==> src/rtl/assert_macros.svh <==
// ----------------------------------------------------------------------------
// Assertion macros
// Shared implication checks for the keyed table RTL.
// ----------------------------------------------------------------------------
`ifndef ASSERT_MACROS_SVH
`define ASSERT_MACROS_SVH

// same-cycle implication
`define ASSERT_IMPLY(label, clk, rst, ante, cons) \
   label: assert property (@(posedge clk) disable iff (rst) (ante) |-> (cons)) \
      else $error("assertion failed");

// next-cycle implication
`define ASSERT_NEXT(label, clk, rst, ante, cons) \
   label: assert property (@(posedge clk) disable iff (rst) (ante) |=> (cons)) \
      else $error("assertion failed");

`endif

==> src/rtl/ntbl_pkg.sv <==
// ----------------------------------------------------------------------------
// ntbl_pkg
// Types and command codes for the newest-first keyed table.
// ----------------------------------------------------------------------------
package ntbl_pkg;

   localparam int KEY_BITS = 32;

   localparam logic [1:0] CMD_INSERT = 2'd0;
   localparam logic [1:0] CMD_DELETE = 2'd1;
   localparam logic [1:0] CMD_LOOKUP = 2'd2;

   typedef struct packed {
      logic [1:0]          cmd;
      logic [KEY_BITS-1:0] key;
      logic [31:0]         item_value;
   } ntbl_req_type;

   typedef struct packed {
      logic        hit;
      logic [31:0] read_value;
      logic [4:0]  entries_held;
      logic        overflow;
   } ntbl_rsp_type;

   typedef struct packed {
      logic insert;
      logic del_commit;
      logic scan_done;
   } ntbl_ctl_type;

   typedef struct packed {
      logic active;
      logic found;
   } ntbl_tok_type;

endpackage

==> src/rtl/ntbl_cell.sv <==
// ----------------------------------------------------------------------------
// ntbl_cell
// One table slot: holds a pair, compares against a passing search token and
// shifts toward either neighbor on insert or delete.
// ----------------------------------------------------------------------------
module ntbl_cell
   import ntbl_pkg::*;
#(
   parameter int VALUE_BITS = 32
) (
   input  logic                  clock,
   input  logic                  reset,
   input  ntbl_ctl_type          ctl,
   input  logic [KEY_BITS-1:0]   search_key,
   input  logic [KEY_BITS-1:0]   prev_key,
   input  logic [VALUE_BITS-1:0] prev_value,
   input  logic                  prev_valid,
   input  logic [KEY_BITS-1:0]   next_key,
   input  logic [VALUE_BITS-1:0] next_value,
   input  logic                  next_valid,
   input  ntbl_tok_type          tok_in,
   input  logic [VALUE_BITS-1:0] tok_value_in,
   output ntbl_tok_type          tok_out,
   output logic [VALUE_BITS-1:0] tok_value_out,
   output logic [KEY_BITS-1:0]   key,
   output logic [VALUE_BITS-1:0] value,
   output logic                  valid
);

   logic [KEY_BITS-1:0]   key_ff;
   logic [VALUE_BITS-1:0] value_ff;
   logic                  valid_ff;
   logic                  mark_ff;
   ntbl_tok_type          tok_ff;
   logic [VALUE_BITS-1:0] tok_value_ff;
   logic                  match;
   logic                  mark_now;

   assign match    = tok_ff.active && !tok_ff.found && valid_ff && (key_ff == search_key);
   assign mark_now = tok_ff.active && (tok_ff.found || match);

   always_comb begin
      tok_out.active = tok_ff.active;
      tok_out.found  = tok_ff.found || match;
      tok_value_out  = match ? value_ff : tok_value_ff;
   end

   always_ff @(posedge clock) begin
      if (reset) begin
         valid_ff      <= 1'b0;
         mark_ff       <= 1'b0;
         tok_ff.active <= 1'b0;
         tok_ff.found  <= 1'b0;
      end else begin
         tok_ff <= tok_in;
         if (ctl.insert) begin
            valid_ff <= prev_valid;
         end else if (ctl.del_commit && (mark_ff || mark_now)) begin
            valid_ff <= next_valid;
         end
         if (ctl.scan_done) begin
            mark_ff <= 1'b0;
         end else if (mark_now) begin
            mark_ff <= 1'b1;
         end
      end
   end

   always_ff @(posedge clock) begin
      tok_value_ff <= tok_value_in;
      if (ctl.insert) begin
         key_ff   <= prev_key;
         value_ff <= prev_value;
      end else if (ctl.del_commit && (mark_ff || mark_now)) begin
         key_ff   <= next_key;
         value_ff <= next_value;
      end
   end

   assign key   = key_ff;
   assign value = value_ff;
   assign valid = valid_ff;

endmodule

==> src/rtl/newest_first_keyed_table.sv <==
// ----------------------------------------------------------------------------
// newest_first_keyed_table
// Bounded key/value table in newest-first order with insert, delete, lookup.
// ----------------------------------------------------------------------------
// An insert (or an unused command code) needs no search: its result strobes
// on the cycle after acceptance and busy never rises, so another item may
// start at once. A delete or lookup sends a search token down the chain of
// DEPTH cells, one cell per cycle: busy stays high while the token travels
// and the result is registered once it leaves the last cell; a delete closes
// its gap at the same edge. Each result is shown for one cycle only and cannot
// be held off, so the receiver must take it then.
// ----------------------------------------------------------------------------
`include "assert_macros.svh"

module newest_first_keyed_table
   import ntbl_pkg::*;
#(
   parameter int DEPTH      = 16,
   parameter int VALUE_BITS = 32
) (
   input  logic         clock,
   input  logic         reset,
   input  logic         start,
   output logic         busy,
   input  ntbl_req_type req_item,
   output logic         rsp_strobe,
   output ntbl_rsp_type rsp_item
);

   localparam int CNT_BITS = $clog2(DEPTH + 1);

   localparam logic ST_IDLE = 1'b0;
   localparam logic ST_SCAN = 1'b1;

   logic                  state_ff, state_in;
   logic [1:0]            cmd_ff, cmd_in;
   logic [KEY_BITS-1:0]   key_ff, key_in;
   logic [CNT_BITS-1:0]   count_ff, count_in;
   logic                  rsp_strobe_ff, rsp_strobe_in;
   ntbl_rsp_type          rsp_ff, rsp_in;

   logic                  accept;
   logic                  full;
   logic                  scan_done;
   ntbl_ctl_type          ctl;
   logic [VALUE_BITS-1:0] store_value;
   logic [VALUE_BITS+31:0] store_pad;
   logic [VALUE_BITS+31:0] read_pad;
   logic [CNT_BITS+4:0]   count_pad;

   logic [KEY_BITS-1:0]   cell_key   [DEPTH];
   logic [VALUE_BITS-1:0] cell_value [DEPTH];
   logic                  cell_valid [DEPTH];
   ntbl_tok_type          tok_link   [DEPTH+1];
   logic [VALUE_BITS-1:0] tok_val_link [DEPTH+1];

   assign accept    = start && (state_ff == ST_IDLE);
   assign full      = (count_ff == CNT_BITS'(DEPTH));
   assign scan_done = (state_ff == ST_SCAN) && tok_link[DEPTH].active;

   assign store_pad   = {{VALUE_BITS{1'b0}}, req_item.item_value};
   assign store_value = store_pad[VALUE_BITS-1:0];
   assign read_pad    = {32'b0, tok_val_link[DEPTH]};

   always_comb begin
      ctl.insert     = accept && (req_item.cmd == CMD_INSERT) && !full;
      ctl.scan_done  = scan_done;
      ctl.del_commit = scan_done && (cmd_ff == CMD_DELETE) && tok_link[DEPTH].found;
   end

   always_comb begin
      tok_link[0].active = accept &&
                           ((req_item.cmd == CMD_DELETE) || (req_item.cmd == CMD_LOOKUP));
      tok_link[0].found  = 1'b0;
      tok_val_link[0]    = '0;
   end

   for (genvar i = 0; i < DEPTH; i++) begin : g_cell
      logic [KEY_BITS-1:0]   p_key, n_key;
      logic [VALUE_BITS-1:0] p_value, n_value;
      logic                  p_valid, n_valid;

      if (i == 0) begin : g_head
         assign p_key   = req_item.key;
         assign p_value = store_value;
         assign p_valid = 1'b1;
      end else begin : g_body
         assign p_key   = cell_key[i-1];
         assign p_value = cell_value[i-1];
         assign p_valid = cell_valid[i-1];
      end

      if (i == DEPTH - 1) begin : g_tail
         assign n_key   = '0;
         assign n_value = '0;
         assign n_valid = 1'b0;
      end else begin : g_mid
         assign n_key   = cell_key[i+1];
         assign n_value = cell_value[i+1];
         assign n_valid = cell_valid[i+1];
      end

      ntbl_cell #(
         .VALUE_BITS (VALUE_BITS)
      ) u_cell (
         .clock         (clock),
         .reset         (reset),
         .ctl           (ctl),
         .search_key    (key_ff),
         .prev_key      (p_key),
         .prev_value    (p_value),
         .prev_valid    (p_valid),
         .next_key      (n_key),
         .next_value    (n_value),
         .next_valid    (n_valid),
         .tok_in        (tok_link[i]),
         .tok_value_in  (tok_val_link[i]),
         .tok_out       (tok_link[i+1]),
         .tok_value_out (tok_val_link[i+1]),
         .key           (cell_key[i]),
         .value         (cell_value[i]),
         .valid         (cell_valid[i])
      );
   end

   always_comb begin
      state_in      = state_ff;
      cmd_in        = cmd_ff;
      key_in        = key_ff;
      count_in      = count_ff;
      rsp_strobe_in = 1'b0;
      rsp_in        = rsp_ff;
      rsp_in.hit        = 1'b0;
      rsp_in.read_value = '0;
      rsp_in.overflow   = 1'b0;

      unique case (state_ff)
         ST_IDLE: begin
            if (accept) begin
               cmd_in = req_item.cmd;
               key_in = req_item.key;
               unique case (req_item.cmd)
                  CMD_INSERT: begin
                     rsp_strobe_in = 1'b1;
                     if (full) begin
                        rsp_in.overflow = 1'b1;
                     end else begin
                        count_in = count_ff + 1'b1;
                     end
                  end
                  CMD_DELETE, CMD_LOOKUP: begin
                     state_in = ST_SCAN;
                  end
                  default: begin
                     rsp_strobe_in = 1'b1;
                  end
               endcase
            end
         end
         ST_SCAN: begin
            if (scan_done) begin
               state_in      = ST_IDLE;
               rsp_strobe_in = 1'b1;
               rsp_in.hit    = tok_link[DEPTH].found;
               if (cmd_ff == CMD_LOOKUP && tok_link[DEPTH].found) begin
                  rsp_in.read_value = read_pad[31:0];
               end
               if (ctl.del_commit) begin
                  count_in = count_ff - 1'b1;
               end
            end
         end
         default: begin
            state_in = ST_IDLE;
         end
      endcase

      count_pad           = {5'b0, count_in};
      rsp_in.entries_held = count_pad[4:0];
   end

   always_ff @(posedge clock) begin
      if (reset) begin
         state_ff      <= ST_IDLE;
         count_ff      <= '0;
         rsp_strobe_ff <= 1'b0;
      end else begin
         state_ff      <= state_in;
         count_ff      <= count_in;
         rsp_strobe_ff <= rsp_strobe_in;
      end
   end

   always_ff @(posedge clock) begin
      cmd_ff <= cmd_in;
      key_ff <= key_in;
      rsp_ff <= rsp_in;
   end

   assign busy       = (state_ff == ST_SCAN);
   assign rsp_strobe = rsp_strobe_ff;
   assign rsp_item   = rsp_ff;

   `ASSERT_IMPLY(a_count_bound, clock, reset, 1'b1, count_ff <= CNT_BITS'(DEPTH))
   `ASSERT_IMPLY(a_ovf_full, clock, reset, rsp_strobe && rsp_item.overflow, full)
   `ASSERT_NEXT(a_insert_resp, clock, reset, accept && (req_item.cmd == CMD_INSERT), rsp_strobe && !busy)
   `ASSERT_NEXT(a_scan_resp, clock, reset, scan_done, rsp_strobe && !busy)
   `ASSERT_IMPLY(a_tok_one, clock, reset, busy, $countones({tok_link[0].active, scan_done}) <= 1)

endmodule
==> config.mk <==
export PLATFORM = sky130hd
export DESIGN_NAME = newest_first_keyed_table
export DESIGN_NICKNAME = d
export VERILOG_FILES = /design/src/rtl/ntbl_pkg.sv /design/src/rtl/ntbl_cell.sv /design/src/rtl/newest_first_keyed_table.sv
export VERILOG_INCLUDE_DIRS = /design/src /design/src/rtl
export SDC_FILE = /design/constraint.sdc
export NUM_CORES = 2
export LEC_CHECK = 0
export BUFFER_PORTS_ARGS = -buffer_cell sky130_fd_sc_hd__buf_2
export CORE_UTILIZATION = 45
export CTS_CLUSTER_DIAMETER = 200
export DETAILED_ROUTE_END_ITERATION = 16
export PLACE_DENSITY_LB_ADDON = 0.3
export REMOVE_ABC_BUFFERS = 1
export SYNTH_ARGS = -nofsm -noshare
export SYNTH_HDL_FRONTEND = slang
export SYNTH_SLANG_ARGS = --single-unit
==> constraint.sdc <==
create_clock -name clock -period 25.6 [get_ports clock]
set_input_delay 2.56 -clock clock [delete_from_list [all_inputs] [get_ports clock]]
set_output_delay 2.56 -clock clock [all_outputs]
set_load 0.02 [all_outputs]
==> results.toml <==
[outcome]
status = "finished, final reports clean"

[clock_network]
clk_pin_slew_worst_paths_ps = 60
cts_buffers = 172
cts_num_sinks = 1646
clkLatencyLatePin_ps = 820
hold_buffers = 0
cts_root_buf = "clkbuf_16"
htreeDepth = 4
cts_resized = 0
cts_tree = "built"
cts_setup_buffers = 0
cts_buffer_depth = 3

[finish]
nNetsFinal = 6496
fin_area_sq_um = 77300
drive_above_1_share_pct = 14.4
layout_common_cells = "nand2_1 (2896), edfxtp_1 (1058), dfxtp_1 (588), mux2_2 (448), xnor2_1 (336)"
multi_input_comb_area_sq_um = 24200
final_common_cell = "nand2_1"
area_growth_pct = 11.9
regArea_sq_um = 43500
fill_cells = 13600

[power]
p_leak_nw = 31.5
ir_drop_mv = 0.0546
power_density_nw_per_um2 = 74.4

[die]
start_util_pct = 45.4
die_area_sq_um = 155000
die_x_um = 394
core-area_sq_um = 152000
die_h_um = 394
pin_count = 110
rows = 143

[timing]
relSlewSlack_pct = 13.1
setup_viol = 0
setup_tns_ps = 0
fin_crit_ps = 7450
fmax_ghz = 0.134
rsz0062_at_grt = "no"
slew_violations = 0
fin_hold_ws_ps = 452
worst_clock_skew_ps = 39.8
finalHoldViolations = 0
finalCritPeriodShare_pct = 29.1
tightestPinTransition_ps = 1290

[setup_path]
rr_worst_depth = 11
reg2reg_slack_ps = 19530
path_buf_inv = 7
path_class = "input pin to flop"
required_ps = 26270
reg2reg_to = "g_cell[0].u_cell.value[14]"
r2r_start = "busy"
max_stage_delay_ps = 890
crit_top_cell = "buf_4"
critPathSlowestCell = "buf_4"
worstSetupStartpointType = "input pin"
crit_arrival_ps = 8120
cp_top_family = "buffers and inverters"
crit_fanout = 91
path_cells = "buf_2 -> nor2b_4 -> buf_4 -> nand2_1 -> a31oi_4 -> buf_4 -> buf_4 -> buf_4 -> buf_4 -> buf_4 -> nand2_1 -> nand2_1"
end_kind = "flop"

[detailed_routing]
initialDrtViolationCount = 4569
vias_per_cell = 5.11
ant_nets = 0
vias = 44000
wl_per_cell_um = 19.2
route.detailed.drc = 0
drtPass1Iterations = 5
routed_wl_um = 165000

[yosys]
async_flop_share_pct = 0
synth_compound_area_share_pct = 0.748
syn_inst = 6417
synth_top_area_share_pct = 46.0
synth_fa_ha_area_share_pct = 0.0543
synth_edf_count = 1058
syn_area_sq_um = 69100
ys_dominant_reg_cell = "edfxtp_1"
synth.distinct_cells = 58
ys_seq_elements = 1646
synthMuxAreaShare_pct = 7.81
yosysWarnings = 0
synth_top_area_cell = "edfxtp_1"
synth_simple_gate_area_share_pct = 19.5
synth_xor_xnor_area_share_pct = 6.54
synth_top_family_by_area = "simple AND/OR/NAND/NOR gates"
seq_area_frac_synth_pct = 63.0
avgSynthCellArea_sq_um = 10.8
yosys-top-cells-area = "edfxtp_1 (46%), dfxtp_1 (17%), nand2_1 (16%), mux2_2 (7.3%), xnor2_1 (4.3%)"

[min_path]
hold_depth = 1
hp-class = "flop to flop"
hold_path_end = "g_cell[4].u_cell.tok_value_ff[27]"
worstHoldStart = "g_cell[3].u_cell.tok_value_ff[27]"

[placement]
placed_cell_area_sq_um = 71600
port_buffers = 109
hpwlAfterDp_um = 108000
place.gp.congestion = 0.864

[flow_run]
cap_violations = 0

[global_route]
grt_use_total_pct = 21.0
grt_pass1_vias = 43000
grt_pass1_wl_um = 258000
antenna_found_initial = 0
grt_start_max_net_pins = 228
grt-ovfl-total = 0
-- synthesized netlist by cell type (2+ instances only) --
cell type,count
a211o_1,7
nor2b_1,19
xor2_1,178
clkbuf_1,259
edfxtp_1,1058
nand3_1,21
ha_1,3
nor2_1,83
nand3b_1,8
nand2_1,2897
o31ai_1,2
nor4_4,7
inv_1,11
mux2i_1,32
nor3_1,26
a211oi_1,16
mux2_2,448
o211ai_1,2
o21ai_0,20
or4_1,9
and2_1,36
dfxtp_1,588
buf_1,9
a221o_1,2
buf_2,82
buf_6,8
nor4_2,4
and4b_1,2
o21ba_2,4
nor4_1,40
o21ba_1,2
xnor2_1,336
nand4_1,84
and3_1,67
nor3b_1,2
buf_4,3
nand4b_1,13
a21oi_1,9
-- area by class of cell --
type	instances	area share [%]
sequential	1646	56.3
multi-input combinational	4399	31.3
clock buffer	245	6.31
tap	2030	3.29
timing repair buffer	194	1.58
clock inverter	78	1.12
inverter	11	0.0534
antenna	1	0.00324
-- cell families (layout without fill, tap and decap cells) --
kind of cell,Yosys count,in the layout
XOR/XNOR,515,515
flip-flops,1646,1646
other,0,1
multiplexers,482,482
buffers and inverters,372,528
adder cells (fa/ha/maj),3,3
AND/OR/NAND/NOR,3325,3325
AO/OA/AOI/OAI,74,74
-- power breakdown --
group	internal, W	total, W	leakage [nW]	switching [W]
sequential	0.00289	0.00294	14.4	0.0000462
combinational	0.000100	0.000315	14.3	0.000215
clock	0.00143	0.00250	2.81	0.00107
total	0.00442	0.00575	31.5	0.00133
-- per-stage QoR --
stage,std cells,setup slack (ps),total power (W),util (%)
CTS,8603,18070,0.00579,50.8
detailed placement,8280,17220,0.00331,47.1
global placement,8280,17360,0.00330,47.1
global route,8603,17660,0.00593,50.8
floorplan,6056,-19210,0.00339,-
finish,8604,18150,0.00575,50.8
-- worst reg2reg max path, cell delays in order (launching register included) --
cell     delay (ps)
dfxtp_1         420
nor2b_4         150
buf_4           520
nand2_1         270
a31oi_4         200
buf_4           650
buf_4           820
buf_4           830
buf_4           900
buf_4           920
nand2_1         180
nand2_1          90
-- state kept, by name, indices dropped and copies added (netlist names) --
signal,flops
g_cell.u_cell.key,512
g_cell.u_cell.value,512
g_cell.u_cell.tok_value_ff,480
rsp_item,39
key_ff,32
g_cell.u_cell.tok_out,16
g_cell.u_cell.valid,16
g_cell.u_cell.mark_ff,15
g_cell.u_cell.tok_ff,15
count_ff,5
cmd_ff,2
busy,1
rsp_strobe,1
-- routing by layer --
metal  wire length, um  GRT usage, %  vias to the layer above  share of wire [%]
li1                  -             -                    21300                  -
met1             81800          33.3                    20800                 49
met2             67800          29.1                     1631                 41
met3             11500          3.09                      245                7.0
met4              4340          6.40                        0                2.6
met5                 0             0                        -                  0
-- worst max-delay path by stage --
stage | from | end | depth (start not counted)
floorplan | start | g_cell[13].u_cell.valid | 6
global placement | start | g_cell[0].u_cell.value[11] | 12
detailed placement | start | g_cell[0].u_cell.value[2] | 12
CTS | start | g_cell[0].u_cell.value[14] | 12
global route | start | g_cell[0].u_cell.value[3] | 12
finish | start | g_cell[0].u_cell.value[14] | 12
Note: power is estimated with default switching activity, not from simulation.
